`config.mk`:
```
export PLATFORM = sky130hd
export DESIGN_NAME = deadline_cpu_selector_unit_flat
export DESIGN_NICKNAME = d
export VERILOG_FILES = /design/src/design/dcs_pkg.sv /design/src/design/dcs_if.sv /design/src/design/dcs_ram.sv /design/src/design/dcs_ctrl.sv /design/src/design/dcs_find.sv /design/src/design/deadline_cpu_selector_unit.sv /design/src/flat_wrapper.sv
export SDC_FILE = /design/constraint.sdc
export NUM_CORES = 2
export LEC_CHECK = 0
export BUFFER_PORTS_ARGS = -buffer_cell sky130_fd_sc_hd__buf_2
export CAP_MARGIN = 20
export CELL_PAD_IN_SITES_DETAIL_PLACEMENT = 1
export CELL_PAD_IN_SITES_GLOBAL_PLACEMENT = 2
export CORE_MARGIN = 2
export CORE_UTILIZATION = 40
export DETAILED_ROUTE_END_ITERATION = 16
export PLACE_DENSITY_LB_ADDON = 0.3
export SYNTH_ARGS = -nofsm -noshare
export SYNTH_HDL_FRONTEND = slang
export SYNTH_SLANG_ARGS = --single-unit
```
`constraint.sdc`:
```
create_clock -name clock -period 7.1 [get_ports clock]
set_clock_uncertainty 0.05 [all_clocks]
set_input_delay 0.71 -clock clock [delete_from_list [all_inputs] [get_ports clock]]
set_output_delay 0.71 -clock clock [all_outputs]
set_load 0.03 [all_outputs]
```
`src/design/dcs_pkg.sv`:
```
// Shared types, constants and the deadline ordering function of the deadline CPU selector.
package dcs_pkg;

   localparam int NumCpusDefault = 16;
   localparam int MaxCpus        = 16;
   localparam int MaskW          = 16;
   localparam int IdxW           = 4;
   localparam int DlW            = 64;
   localparam int CsrIdxW        = 1;
   localparam int CsrDataW       = 16;

   localparam logic [CsrIdxW-1:0] CsrOrderMode  = 1'd0;
   localparam logic [CsrIdxW-1:0] CsrActiveCpus = 1'd1;

   typedef enum logic {
      OP_SET  = 1'b0,
      OP_FIND = 1'b1
   } op_type;

   typedef enum logic [1:0] {
      ST_FREE     = 2'd0,
      ST_DEADLINE = 2'd1,
      ST_NONE     = 2'd2
   } status_type;

   typedef enum logic [1:0] {
      CACHE_INVALID = 2'd0,
      CACHE_NONE    = 2'd1,
      CACHE_VALID   = 2'd2
   } cache_state_type;

   typedef enum logic [1:0] {
      S_IDLE   = 2'd0,
      S_SCAN   = 2'd1,
      S_FINISH = 2'd2
   } ctrl_state_type;

   typedef struct packed {
      logic             go;
      logic [IdxW-1:0]  cpu;
      logic [DlW-1:0]   deadline;
      logic             busy;
   } dcs_set_type;

   typedef struct packed {
      logic [MaskW-1:0] free_mask;
      logic [MaskW-1:0] active_cpus;
      cache_state_type  cache_state;
      logic [IdxW-1:0]  cached_index;
      logic [DlW-1:0]   cached_dl;
      logic             order_mode;
   } dcs_view_type;

   // True when b is the better CPU deadline compared with a.
   function automatic logic better(input logic [DlW-1:0] a, input logic [DlW-1:0] b,
                                   input logic mode);
      logic [DlW-1:0] diff;
      diff = a - b;
      return mode ? (a > b) : diff[DlW-1];
   endfunction

endpackage

```
`src/design/dcs_if.sv`:
```
// Request and response channel interfaces of the deadline CPU selector.
interface dcs_req_if;
   logic                          valid;
   logic                          ready;
   logic                          op;
   logic [dcs_pkg::IdxW-1:0]      cpu_index;
   logic [dcs_pkg::DlW-1:0]       deadline;
   logic                          is_busy;
   logic                          task_present;
   logic                          want_mask;
   logic [dcs_pkg::MaskW-1:0]     allowed_mask;

   modport source (
      output valid, op, cpu_index, deadline, is_busy, task_present, want_mask, allowed_mask,
      input  ready
   );
   modport sink (
      input  valid, op, cpu_index, deadline, is_busy, task_present, want_mask, allowed_mask,
      output ready
   );
endinterface

interface dcs_rsp_if;
   logic                          valid;
   logic                          ready;
   logic [1:0]                    status;
   logic [dcs_pkg::IdxW-1:0]      target_cpu;
   logic [dcs_pkg::MaskW-1:0]     cpu_mask;

   modport source (
      output valid, status, target_cpu, cpu_mask,
      input  ready
   );
   modport sink (
      input  valid, status, target_cpu, cpu_mask,
      output ready
   );
endinterface

```
`src/design/dcs_ram.sv`:
```
// Generic single-write, single-read synchronous RAM with a registered read.
module dcs_ram #(
   parameter int WIDTH = 64,
   parameter int DEPTH = 16
) (
   input  logic                     clock,
   input  logic                     wr_en,
   input  logic [$clog2(DEPTH)-1:0] wr_addr,
   input  logic [WIDTH-1:0]         wr_data,
   input  logic [$clog2(DEPTH)-1:0] rd_addr,
   output logic [WIDTH-1:0]         rd_data
);

   logic [WIDTH-1:0] mem_ff [DEPTH];
   logic [WIDTH-1:0] rd_data_ff;

   always_ff @(posedge clock) begin
      if (wr_en) begin
         mem_ff[wr_addr] <= wr_data;
      end
      rd_data_ff <= mem_ff[rd_addr];
   end

   assign rd_data = rd_data_ff;

endmodule

```
`src/design/dcs_ctrl.sv`:
```
// Deadline table, free mask, best-CPU cache, configuration registers and the rescan sequencer.
module dcs_ctrl #(
   parameter int NUM_CPUS = dcs_pkg::NumCpusDefault
) (
   input  logic                          clock,
   input  logic                          reset,
   input  dcs_pkg::dcs_set_type          set_req,
   input  logic                          csr_we,
   input  logic [dcs_pkg::CsrIdxW-1:0]   csr_index,
   input  logic [dcs_pkg::CsrDataW-1:0]  csr_wdata,
   output logic                          idle,
   output dcs_pkg::dcs_view_type         view
);
   import dcs_pkg::*;

   localparam int CpuCount = (NUM_CPUS < MaxCpus) ? NUM_CPUS : MaxCpus;
   localparam int AW       = $clog2(CpuCount);
   localparam int CntW     = $clog2(CpuCount + 1);

   ctrl_state_type        state_ff, state_in;
   logic [MaskW-1:0]      free_ff, free_in;
   cache_state_type       cs_ff, cs_in;
   logic [IdxW-1:0]       cidx_ff, cidx_in;
   logic [DlW-1:0]        cdl_ff, cdl_in;
   logic                  mode_ff, mode_in;
   logic [MaskW-1:0]      active_ff, active_in;
   logic [IdxW-1:0]       cpu_ff, cpu_in;
   logic [DlW-1:0]        dl_ff, dl_in;
   logic                  busy_ff, busy_in;
   logic [CntW-1:0]       rd_cnt_ff, rd_cnt_in;
   logic                  pend_ff, pend_in;
   logic [AW-1:0]         pend_idx_ff, pend_idx_in;
   logic                  found_ff, found_in;
   logic [DlW-1:0]        best_dl_ff, best_dl_in;
   logic [AW-1:0]         best_idx_ff, best_idx_in;

   logic                  cpu_ok;
   logic                  need_rescan;
   logic                  rd_issue;
   logic                  scan_done;
   logic                  ram_we;
   logic [DlW-1:0]        ram_wdata;
   logic [DlW-1:0]        ram_rdata;
   logic [IdxW-1:0]       pend_cpu;

   assign cpu_ok      = ({1'b0, set_req.cpu} < (IdxW+1)'(CpuCount));
   assign need_rescan = (cs_ff == CACHE_INVALID) ||
                        ((cs_ff == CACHE_VALID) && (cidx_ff == set_req.cpu));
   assign rd_issue    = (state_ff == S_SCAN) && (rd_cnt_ff < CntW'(CpuCount));
   assign scan_done   = (state_ff == S_SCAN) && (rd_cnt_ff == CntW'(CpuCount)) && !pend_ff;
   assign pend_cpu    = IdxW'(pend_idx_ff);

   dcs_ram #(
      .WIDTH (DlW),
      .DEPTH (CpuCount)
   ) u_table (
      .clock   (clock),
      .wr_en   (ram_we),
      .wr_addr (set_req.cpu[AW-1:0]),
      .wr_data (ram_wdata),
      .rd_addr (rd_cnt_ff[AW-1:0]),
      .rd_data (ram_rdata)
   );

   always_comb begin
      state_in = state_ff;
      case (state_ff)
         S_IDLE: begin
            if (set_req.go && cpu_ok) begin
               if (need_rescan) begin
                  state_in = S_SCAN;
               end else if (set_req.busy) begin
                  state_in = S_FINISH;
               end
            end
         end
         S_SCAN: begin
            if (scan_done) begin
               state_in = busy_ff ? S_FINISH : S_IDLE;
            end
         end
         S_FINISH: begin
            state_in = S_IDLE;
         end
         default: begin
            state_in = S_IDLE;
         end
      endcase
   end

   always_comb begin
      idle      = (state_ff == S_IDLE);
      ram_we    = idle && set_req.go && cpu_ok;
      ram_wdata = set_req.busy ? set_req.deadline : '0;
   end

   always_comb begin
      free_in     = free_ff;
      cs_in       = cs_ff;
      cidx_in     = cidx_ff;
      cdl_in      = cdl_ff;
      mode_in     = mode_ff;
      active_in   = active_ff;
      cpu_in      = cpu_ff;
      dl_in       = dl_ff;
      busy_in     = busy_ff;
      rd_cnt_in   = rd_cnt_ff;
      pend_in     = rd_issue;
      pend_idx_in = rd_cnt_ff[AW-1:0];
      found_in    = found_ff;
      best_dl_in  = best_dl_ff;
      best_idx_in = best_idx_ff;

      if (csr_we) begin
         case (csr_index)
            CsrOrderMode:  mode_in   = csr_wdata[0];
            CsrActiveCpus: active_in = csr_wdata[MaskW-1:0];
            default: ;
         endcase
      end

      if (idle && set_req.go && cpu_ok) begin
         free_in[set_req.cpu] = !set_req.busy;
         cpu_in               = set_req.cpu;
         dl_in                = set_req.deadline;
         busy_in              = set_req.busy;
         rd_cnt_in            = '0;
         found_in             = 1'b0;
      end

      if (rd_issue) begin
         rd_cnt_in = rd_cnt_ff + CntW'(1);
      end

      if (pend_ff && !free_ff[pend_cpu] && (ram_rdata != '0)) begin
         if (!found_ff || better(best_dl_ff, ram_rdata, mode_ff)) begin
            found_in    = 1'b1;
            best_dl_in  = ram_rdata;
            best_idx_in = pend_idx_ff;
         end
      end

      if (scan_done) begin
         cs_in   = found_ff ? CACHE_VALID : CACHE_NONE;
         cidx_in = found_ff ? IdxW'(best_idx_ff) : '0;
         cdl_in  = best_dl_ff;
      end

      if (state_ff == S_FINISH) begin
         if (!((cs_ff == CACHE_VALID) && (cdl_ff != '0) && better(dl_ff, cdl_ff, mode_ff))) begin
            cs_in   = CACHE_VALID;
            cidx_in = cpu_ff;
            cdl_in  = dl_ff;
         end
      end
   end

   always_ff @(posedge clock) begin
      if (reset) begin
         state_ff  <= S_IDLE;
         free_ff   <= '1;
         cs_ff     <= CACHE_INVALID;
         cidx_ff   <= '0;
         mode_ff   <= 1'b0;
         active_ff <= '1;
         rd_cnt_ff <= '0;
         pend_ff   <= 1'b0;
         found_ff  <= 1'b0;
      end else begin
         state_ff  <= state_in;
         free_ff   <= free_in;
         cs_ff     <= cs_in;
         cidx_ff   <= cidx_in;
         mode_ff   <= mode_in;
         active_ff <= active_in;
         rd_cnt_ff <= rd_cnt_in;
         pend_ff   <= pend_in;
         found_ff  <= found_in;
      end
   end

   always_ff @(posedge clock) begin
      cdl_ff      <= cdl_in;
      cpu_ff      <= cpu_in;
      dl_ff       <= dl_in;
      busy_ff     <= busy_in;
      pend_idx_ff <= pend_idx_in;
      best_dl_ff  <= best_dl_in;
      best_idx_ff <= best_idx_in;
   end

   assign view.free_mask    = free_ff;
   assign view.active_cpus  = active_ff;
   assign view.cache_state  = cs_ff;
   assign view.cached_index = cidx_ff;
   assign view.cached_dl    = cdl_ff;
   assign view.order_mode   = mode_ff;

   a_cached_busy: assert property (@(posedge clock) disable iff (reset)
      (state_ff == S_IDLE) && (cs_ff == CACHE_VALID) |-> !free_ff[cidx_ff])
      else $error("Cached CPU is marked free while idle.");

   a_pend_in_scan: assert property (@(posedge clock) disable iff (reset)
      pend_ff |-> $past(state_ff == S_SCAN))
      else $error("Table read returned outside a rescan.");

   a_cnt_bound: assert property (@(posedge clock) disable iff (reset)
      rd_cnt_ff <= CntW'(CpuCount))
      else $error("Rescan read counter ran past the table.");

   a_set_idle: assert property (@(posedge clock) disable iff (reset)
      (state_ff != S_IDLE) |-> !ram_we)
      else $error("Table written during a rescan.");

endmodule

```
`src/design/dcs_find.sv`:
```
// Find-operation selection logic and the response output register.
module dcs_find #(
   parameter int NUM_CPUS = dcs_pkg::NumCpusDefault
) (
   input  logic                       clock,
   input  logic                       reset,
   input  logic                       load,
   input  logic [dcs_pkg::DlW-1:0]    deadline,
   input  logic                       task_present,
   input  logic                       want_mask,
   input  logic [dcs_pkg::MaskW-1:0]  allowed_mask,
   input  dcs_pkg::dcs_view_type      view,
   dcs_rsp_if.source                  rsp
);
   import dcs_pkg::*;

   localparam int CpuCount = (NUM_CPUS < MaxCpus) ? NUM_CPUS : MaxCpus;

   logic [MaskW-1:0] span;
   logic [MaskW-1:0] allowed;
   logic [MaskW-1:0] avail;
   logic [IdxW-1:0]  lowest;
   status_type       status_c;
   logic [IdxW-1:0]  best_c;
   logic [MaskW-1:0] mask_c;

   logic             valid_ff, valid_in;
   status_type       status_ff;
   logic [IdxW-1:0]  best_ff;
   logic [MaskW-1:0] mask_ff;

   always_comb begin
      for (int i = 0; i < MaskW; i++) begin
         span[i] = (i < CpuCount);
      end
      allowed = allowed_mask & span;
      avail   = view.free_mask & allowed & view.active_cpus;
      lowest  = '0;
      for (int i = MaskW - 1; i >= 0; i--) begin
         if (avail[i]) begin
            lowest = IdxW'(i);
         end
      end
   end

   always_comb begin
      status_c = ST_NONE;
      best_c   = '0;
      mask_c   = '0;
      if (want_mask && (avail != '0)) begin
         status_c = ST_FREE;
         best_c   = lowest;
         mask_c   = avail;
      end
      if ((status_c != ST_FREE) && (view.cache_state == CACHE_VALID)) begin
         if (!task_present) begin
            status_c = ST_DEADLINE;
            best_c   = view.cached_index;
         end else if ((view.cached_dl != '0) && allowed[view.cached_index] &&
                      better(deadline, view.cached_dl, view.order_mode)) begin
            status_c = ST_DEADLINE;
            best_c   = view.cached_index;
            if (want_mask) begin
               mask_c = MaskW'(1) << view.cached_index;
            end
         end
      end
   end

   always_comb begin
      valid_in = valid_ff;
      if (load) begin
         valid_in = 1'b1;
      end else if (rsp.ready) begin
         valid_in = 1'b0;
      end
   end

   always_ff @(posedge clock) begin
      if (reset) begin
         valid_ff <= 1'b0;
      end else begin
         valid_ff <= valid_in;
      end
   end

   always_ff @(posedge clock) begin
      if (load) begin
         status_ff <= status_c;
         best_ff   <= best_c;
         mask_ff   <= mask_c;
      end
   end

   assign rsp.valid      = valid_ff;
   assign rsp.status     = status_ff;
   assign rsp.target_cpu = best_ff;
   assign rsp.cpu_mask   = mask_ff;

endmodule

```
`src/design/deadline_cpu_selector_unit.sv`:
```
// Top level of the deadline CPU selector: handshake control and the two datapath parts.
// A find's response is registered, valid in the cycle after its transfer; finds can follow
// each cycle unless a set is in progress or the response stalls. A set stays idle when it
// frees a CPU without a rescan; a rescan runs S_SCAN, and making a CPU busy adds S_FINISH.
// Reset is synchronous and active high: all CPUs free, cache invalid, registers at defaults.
// Unwritten table entries belong to free CPUs, which a rescan skips; the table is not cleared.
module deadline_cpu_selector_unit #(
   parameter int NUM_CPUS = dcs_pkg::NumCpusDefault
) (
   input  logic                          clock,
   input  logic                          reset,
   dcs_req_if.sink                       req,
   dcs_rsp_if.source                     rsp,
   input  logic                          csr_we,
   input  logic [dcs_pkg::CsrIdxW-1:0]   csr_index,
   input  logic [dcs_pkg::CsrDataW-1:0]  csr_wdata
);
   import dcs_pkg::*;

   logic         idle;
   logic         req_xfer;
   logic         find_load;
   dcs_set_type  set_req;
   dcs_view_type view;

   assign req.ready = idle && (!rsp.valid || rsp.ready);
   assign req_xfer  = req.valid && req.ready;
   assign find_load = req_xfer && (req.op == OP_FIND);

   assign set_req.go       = req_xfer && (req.op == OP_SET);
   assign set_req.cpu      = req.cpu_index;
   assign set_req.deadline = req.deadline;
   assign set_req.busy     = req.is_busy;

   dcs_ctrl #(
      .NUM_CPUS (NUM_CPUS)
   ) u_ctrl (
      .clock     (clock),
      .reset     (reset),
      .set_req   (set_req),
      .csr_we    (csr_we),
      .csr_index (csr_index),
      .csr_wdata (csr_wdata),
      .idle      (idle),
      .view      (view)
   );

   dcs_find #(
      .NUM_CPUS (NUM_CPUS)
   ) u_find (
      .clock        (clock),
      .reset        (reset),
      .load         (find_load),
      .deadline     (req.deadline),
      .task_present (req.task_present),
      .want_mask    (req.want_mask),
      .allowed_mask (req.allowed_mask),
      .view         (view),
      .rsp          (rsp)
   );

endmodule

```
`src/flat_wrapper.sv`:
```
// flat-port wrapper written by rule: the top's interface ports become plain ports
module deadline_cpu_selector_unit_flat import dcs_pkg::*;
#(
   parameter int NUM_CPUS = dcs_pkg::NumCpusDefault
)
  (clock, reset, csr_we, csr_index, csr_wdata, req_valid, req_op, req_cpu_index, req_deadline, req_is_busy, req_task_present, req_want_mask, req_allowed_mask, req_ready, rsp_valid, rsp_status, rsp_target_cpu, rsp_cpu_mask, rsp_ready);
  dcs_req_if req_i ();
  dcs_rsp_if rsp_i ();
  input  logic clock;
  input  logic reset;
  input  logic csr_we;
  input  logic [dcs_pkg::CsrIdxW-1:0] csr_index;
  input  logic [dcs_pkg::CsrDataW-1:0] csr_wdata;
  input wire logic [$bits(req_i.valid)-1:0] req_valid;
  input wire logic [$bits(req_i.op)-1:0] req_op;
  input wire logic [$bits(req_i.cpu_index)-1:0] req_cpu_index;
  input wire logic [$bits(req_i.deadline)-1:0] req_deadline;
  input wire logic [$bits(req_i.is_busy)-1:0] req_is_busy;
  input wire logic [$bits(req_i.task_present)-1:0] req_task_present;
  input wire logic [$bits(req_i.want_mask)-1:0] req_want_mask;
  input wire logic [$bits(req_i.allowed_mask)-1:0] req_allowed_mask;
  output wire logic [$bits(req_i.ready)-1:0] req_ready;
  output wire logic [$bits(rsp_i.valid)-1:0] rsp_valid;
  output wire logic [$bits(rsp_i.status)-1:0] rsp_status;
  output wire logic [$bits(rsp_i.target_cpu)-1:0] rsp_target_cpu;
  output wire logic [$bits(rsp_i.cpu_mask)-1:0] rsp_cpu_mask;
  input wire logic [$bits(rsp_i.ready)-1:0] rsp_ready;
  assign req_i.valid = req_valid;
  assign req_i.op = req_op;
  assign req_i.cpu_index = req_cpu_index;
  assign req_i.deadline = req_deadline;
  assign req_i.is_busy = req_is_busy;
  assign req_i.task_present = req_task_present;
  assign req_i.want_mask = req_want_mask;
  assign req_i.allowed_mask = req_allowed_mask;
  assign req_ready = req_i.ready;
  assign rsp_valid = rsp_i.valid;
  assign rsp_status = rsp_i.status;
  assign rsp_target_cpu = rsp_i.target_cpu;
  assign rsp_cpu_mask = rsp_i.cpu_mask;
  assign rsp_i.ready = rsp_ready;
  deadline_cpu_selector_unit #(.NUM_CPUS(NUM_CPUS)) u_core (.clock(clock), .reset(reset), .req(req_i), .rsp(rsp_i), .csr_we(csr_we), .csr_index(csr_index), .csr_wdata(csr_wdata));
endmodule
```
=== After elaboration in Yosys (flattened, before gate mapping) ===
Memory sizes are Yosys's and may differ from the RTL's. A register that Yosys moved wholly into a read port is not among the register bits.
Index checks and enable logic that the tools add are counted.

* Bits in registers: 276
* RAM bits: 1024
* Input bits: 110
* Output and inout bits: 24
* Word-level logic and storage cells: 150
* Memories: 1

* Add/subtract/negate cells: 4
* Magnitude comparators: 8
* Equal/unequal tests: 8
* Shift-type cells: 1
* Mux-type cells: 66
* Bitwise gates (word level): 4
* Reduce and logical (&&, ||, !) cells: 38

{| class="wikitable"
|+ Memories
! name !! words !! width !! rd ports !! clocked after Yosys merged registers in !! write ports !! line !! text
|-
| u_core.u_ctrl.u_table.mem_ff || 16 || 64 || 1 || 1 || 1 || dcs_ram.sv:14 || <nowiki>logic [WIDTH-1:0] mem_ff [DEPTH];</nowiki>
|}

{| class="wikitable"
|+ Operator list
! operator !! number
|-
| 2-to-1 mux 64 bit || 4
|-
| greater-than comparator 64 bit || 3
|-
| subtractor 64 bit || 3
|-
| nonzero test 64 bit || 2
|-
| 2-to-1 mux 4 bit || 24
|-
| 2-to-1 mux 16 bit || 5
|-
| AND 16 bit || 2
|-
| 2-to-1 mux 2 bit || 13
|-
| logical AND 1 bit || 18
|-
| bitwise mux 16 bit || 1
|-
| nonzero test 16 bit || 1
|-
| << shifter 1 x 4 -> 16 bit, first input constant || 1
|-
| less-than comparator 4 x 5 -> 1 bit, second input constant || 3
|-
| 2-to-1 mux 1 bit || 13
|-
| 2-to-1 mux 5 bit || 2
|-
| binary-select mux 1 bit (select 4 bit) || 2
|-
| AND reduction 2 bit || 3
|-
| nonzero test 2 bit || 3
|-
| adder 5 x 1 -> 5 bit, second input constant || 1
|-
| == test 5 bit, second input constant || 1
|-
| logical NOT 1 bit || 5
|-
| less-than comparator 5 bit, second input constant || 1
|-
| demux 1 bit (select 4 bit) || 1
|-
| == test 2 bit, second input constant || 2
|-
| 10 further kinds || 15
|}

=== Longest topological paths before layout ===
* Depth after elaboration: 22
* Mapped depth: 13
* Depth with buffers taken out: 11

=== Hierarchy ===
From an unflattened synthesis, not the netlist that was laid out.

* Cells, all modules: 3437
* Area total of the unflattened synthesis: 56550.5 um^2

{| class="wikitable"
|+ By module, submodules not included
! module !! instances !! cells an instance !! area an instance (um^2)
|-
| dcs_ram || 1 || 1647 || 39581.7
|-
| dcs_ctrl || 1 || 1342 || 13455.4
|-
| dcs_find || 1 || 443 || 3467.1
|-
| deadline_cpu_selector_unit || 1 || 5 || 46.3
|}

=== Least setup slack after synthesis ===
No wires, ideal clock.

* Path type: input port to flip-flop
* Start point: in rsp_ready
* End point: mem u_core.u_ctrl.u_table.mem_ff[0][0], enable pin
* Library setup time: 0.569 ns
* Arrival: 6.828 ns
* Setup slack: -0.346 ns
* Stages: 7
* Buffers on the path: 1
* Cell sequence: nor2b_1 -> nor3_1 -> nand2_1 -> or2_2 -> clkbuf_1 -> or3_1 -> nor3_1

* Cells in the longest elaborated chain, start to end: 7

{| class="wikitable"
|+ Ends and longest elaborated chain
! item !! line !! text
|-
| start: declaration || flat_wrapper.sv:27 || <nowiki>input wire logic [$bits(rsp_i.ready)-1:0] rsp_ready;</nowiki>
|-
| logical OR 1 bit || deadline_cpu_selector_unit.sv:26 || <nowiki>assign req.ready = idle && (!rsp.valid || rsp.ready);</nowiki>
|-
| logical AND 1 bit || deadline_cpu_selector_unit.sv:26 ||
|-
| via req_ready || flat_wrapper.sv:22 || <nowiki>output wire logic [$bits(req_i.ready)-1:0] req_ready;</nowiki>
|-
| logical AND 1 bit || deadline_cpu_selector_unit.sv:27 || <nowiki>assign req_xfer = req.valid && req.ready;</nowiki>
|-
| logical AND 1 bit || deadline_cpu_selector_unit.sv:30 || <nowiki>assign set_req.go = req_xfer && (req.op == OP_SET);</nowiki>
|-
| logical AND 1 bit || dcs_ctrl.sv:93 || <nowiki>ram_we = idle && set_req.go && cpu_ok;</nowiki>
|-
| 2-to-1 mux 1 bit || dcs_ram.sv:18 || <nowiki>if (wr_en) begin</nowiki>
|-
| 2-to-1 mux 1 bit (implied by the code) || dcs_ram.sv:19 || <nowiki>mem_ff[wr_addr] <= wr_data;</nowiki>
|-
| end: declaration || dcs_ram.sv:14 ||
|}

The timed path passes the listed nets, and every way through them passes these cells.

=== Final worst setup path ===
* Start point: reg u_core.u_ctrl.cdl_ff[30]
* End point: reg u_core.u_ctrl.cdl_ff[21]

* Cells in the longest elaborated chain, start to end: 5
* Elaborated cells on any way between the ends: 8
* Those cells by class: 1 x add/sub; 1 x order compare; 3 x mux; 3 x reduce/logical

{| class="wikitable"
|+ Ends and longest elaborated chain
! item !! line !! text
|-
| start: declaration || dcs_ctrl.sv:24 || <nowiki>logic [DlW-1:0] cdl_ff, cdl_in;</nowiki>
|-
| start signal: assignment || dcs_ctrl.sv:183 || <nowiki>cdl_ff <= cdl_in;</nowiki>
|-
| subtractor 64 bit, or another cell as far along || dcs_pkg.sv:58 || <nowiki>diff = a - b;</nowiki>
|-
| 2-to-1 mux 1 bit or logical AND 1 bit (tied branches) || dcs_pkg.sv:59, dcs_ctrl.sv:150 ||
|-
| logical AND 1 bit (*) || dcs_ctrl.sv:150 || <nowiki>if (!((cs_ff == CACHE_VALID) && (cdl_ff != '0) && better(dl_ff, cdl_ff, mode_ff))) begin</nowiki>
|-
| 2-to-1 mux 64 bit (*) || dcs_ctrl.sv:150 ||
|-
| 2-to-1 mux 64 bit (*) || dcs_ctrl.sv:149 || <nowiki>if (state_ff == S_FINISH) begin</nowiki>
|-
| via u_core.u_ctrl.cdl_in[21] || dcs_ctrl.sv:24 ||
|}

The timed path passes the listed nets; every way through them passes the cells marked *.
A chain may end at the register's enable or synchronous reset.

==> results.yml <==
outcome:
  status: "finished, final reports clean"
floorplan:
  die-width_um: 379.2
  num_rows: 137
  initial_core_util_pct: 40.31
  coreArea_um2: 139700
  io_pins: 134
  dieArea_um2: 143800
  die_y_um: 379.2
synthesis:
  synthesis.nets: 3519
  yosys.area.top_type: "edfxtp_1"
  synth_seq_cells: 1364
  ys_top_cells_by_area: "edfxtp_1, mux4_2, dfxtp_1"
  synthMuxAreaShare_pct: 14.55
  synthAdderAreaFrac_pct: 4.310
  netlist_top_cells_count: "edfxtp_1, mux4_2, ha_1"
  synth.distinct_cells: 72
  yosysSeqAreaShare_pct: 69.51
  synth_edf_count: 1183
  ys_warn_count: 0
  ys.flop_type: "edfxtp_1"
  synthXorXnorAreaFrac_pct: 0.06221
  netlist_instances: 3215
  async_flop_share_pct: 0
  synth_compound_area_share_pct: 4.159
  synth_top_family_by_area: "multiplexers"
  yosysTopAreaCellShare_pct: 63.08
  syn_area_per_cell_um2: 17.52
  yosysMostFrequentCell: "edfxtp_1"
  synth-simple-area-share_pct: 5.492
  synth_area_um2: 56320
sta:
  min_period_ns: 4.615
  fmax_mhz: 216.7
  setup_viol: 0
  max_slew_margin_pct: 25.11
  layout_worst_path_cycle_share_pct: 65.00
  final_hold_viol_count: 0
  fin_tns_setup_ns: 0
  fin_ws_ns: 2.485
  drv_slew: 0
  worst_pin_slew_ns: 1.113
  rsz0062_at_grt: "false"
clocking:
  clockBufferDepth: 3
  root_buffer: "clkbuf_16"
  ctsResizeCount: 0
  numClockSinks: 1364
  clock_latency_ns: 0.80
  cts_setup_buffers: 0
  cts_tree: "yes"
  clk_pin_slew_worst_paths_ns: 0.07
  ctsHoldBuffers: 0
  cts_buffers: 149
  htreeDepth: 4
global_routing:
  grt_pass1_vias: 32600
  grt_max_degree: 140
  antenna_found_initial: 5
  grt_use_total_pct: 21.78
  grt_first_pass_wirelength_um: 225200
  grt_overflow_total: 0
critical_path:
  arrival_ns: 5.21
  cp-start-kind: "flip-flop"
  path_class: "flip-flop to flip-flop"
  required_ns: 7.69
  critPathBufInv: 2
  path_cells: "inv_1, ha_1, nand4_1, nor4_1, o311a_1, o2111ai_1, and4_1, o21a_1, nor2_4, buf_4, mux2_2"
  crit_family: "simple AND/OR/NAND/NOR gates"
  cp_max_fo: 31
  endpoint_kind: "flip-flop"
  cp_slowest_cell: "nor4_1"
  critPathMaxStageDelay_ns: 0.73
placement:
  placedCellCount: 5143
  io_buffers: 133
  pre_cts_ws_ns: 2.407
  globalplace.congestion: 0.8328
  dp_hpwl_um: 95970
routing:
  met2WireLength_um: 75470
  drtIter0Drc: 2570
  routed_via_density: 5.637
  highest_layer: "met5"
  wl_per_cell_um: 28.43
  ant_nets: 0
  drt_first_pass_iters: 5
  vias: 30560
  met1_length_um: 67080
  wl_um: 154100
  wl_met3_um: 7887
  drc_errors: 0
power:
  power_density_nw_per_um2: 274.8
  peakVddDrop_mv: 0.1826
  power_leakage_nw: 22.01
final_layout:
  fin_nets: 3722
  final_cells: 5421
  layout-drive-gt1-share_pct: 23.40
  synthToLayoutAreaGrowth_pct: 14.26
  fill_cells: 13220
flow_run:
  max_cap_viol_count: 0
worst_hold_path:
  hp-class: "primary input to flip-flop"
==> per-layer routing <==
metal | up-vias | global-route usage [%]
met5 | - | 0
met4 | 2 | 6.177
met3 | 213 | 3.779
met2 | 846 | 35.66
met1 | 16150 | 29.93
li1 | 13350 | -
==> stage by stage <==
step                hold slack [ns]  cell area (um2)  total power [mW]  utilization [%]
finish                       0.1186            64350             17.68            46.06
global route                0.08177            64340             18.25            46.06
CTS                         0.04843            64340             17.86            46.06
detailed placement           0.4003            59390             10.05            42.51
global placement             0.3933            59380             10.03            42.50
floorplan                    0.2790            56320             9.677                -
==> cell families (layout without fill, tap and decap cells) <==
kind of cell    after synthesis  after routing
fa+ha+maj                   194            194
flops                      1364           1364
compound gates              375            375
simple gates                599            599
other cells                   0              2
mux                         398            398
buf+inv                     281            609
xor+xnor                      4              4
==> area by class of cell <==
class                      instances  area [um2]  area share (%)
antenna                            2       5.005        0.007778
tap                             1876        2347           3.648
multi-input combinational       1570       16220           25.21
inverter                         152       580.6          0.9022
clock buffer                     196        4015           6.240
timing repair buffer             181        1074           1.668
clock inverter                    80       938.4           1.458
sequential                      1364       39160           60.86
==> power breakdown <==
part           switching, mW  total (mW)  internal (mW)  leakage [nW]
clock network           3.33        7.81           4.49          2.39
registers             0.0860        8.91           8.83          12.5
logic                  0.581       0.955          0.374          7.13
==> registers in the layout, indices dropped and copies added (netlist names), 4 cells and up <==
name and count:
u_core.u_ctrl.u_table.mem_ff 1024, u_core.u_ctrl.best_dl_ff 64, u_core.u_ctrl.cdl_ff 64, u_core.u_ctrl.dl_ff 64, u_core.u_ctrl.u_table.rd_data 64, u_core.u_ctrl.active_ff 16, u_core.u_ctrl.free_ff 16, u_core.u_find.rsp.cpu_mask 16
u_core.u_ctrl.rd_cnt_ff 5, u_core.u_ctrl.best_idx_ff 4, u_core.u_ctrl.cidx_ff 4, u_core.u_ctrl.cpu_ff 4, u_core.u_ctrl.pend_cpu 4, u_core.u_find.rsp.target_cpu 4
==> worst register-to-register path, cell delays in order (launching register included) <==
cell and delay, ns:
dfxtp_1 0.40, inv_1 0.11, ha_1 0.34, nand4_1 0.14, nor4_1 0.74, o311a_1 0.37
o2111ai_1 0.14, and4_1 0.23, o21a_1 0.22, nor2_4 0.73, buf_4 0.56, mux2_2 0.44
==> placed cells by master, fill, tap and decap left out, drive strengths merged, types with 44 or more instances in the layout <==
cell type,synthesis,layout
edfxtp,1183,1183
mux4,329,329
clkbuf,85,196
ha,194,194
dfxtp,181,181
buf,44,181
nand2,167,167
inv,151,162
o21ai,125,125
nand3,103,103
a21oi,98,98
and2,71,71
mux2,68,68
nor2,66,66
nand4,54,54
clkinv,1,50
nor4,44,44
==> worst paths after layout <==
kind	slack, ns	start	to	cells after the start
max	2.48	u_core.u_ctrl.cdl_ff[30]	u_core.u_ctrl.cdl_ff[21]	11
max reg2reg	2.48	u_core.u_ctrl.cdl_ff[30]	u_core.u_ctrl.cdl_ff[21]	11
min reg2reg	0.42	u_core.u_ctrl.u_table.rd_data[34]	u_core.u_ctrl.best_dl_ff[34]	0
min	0.12	csr_wdata[5]	u_core.u_ctrl.active_ff[5]	3
(Power assumes the default switching activity.)
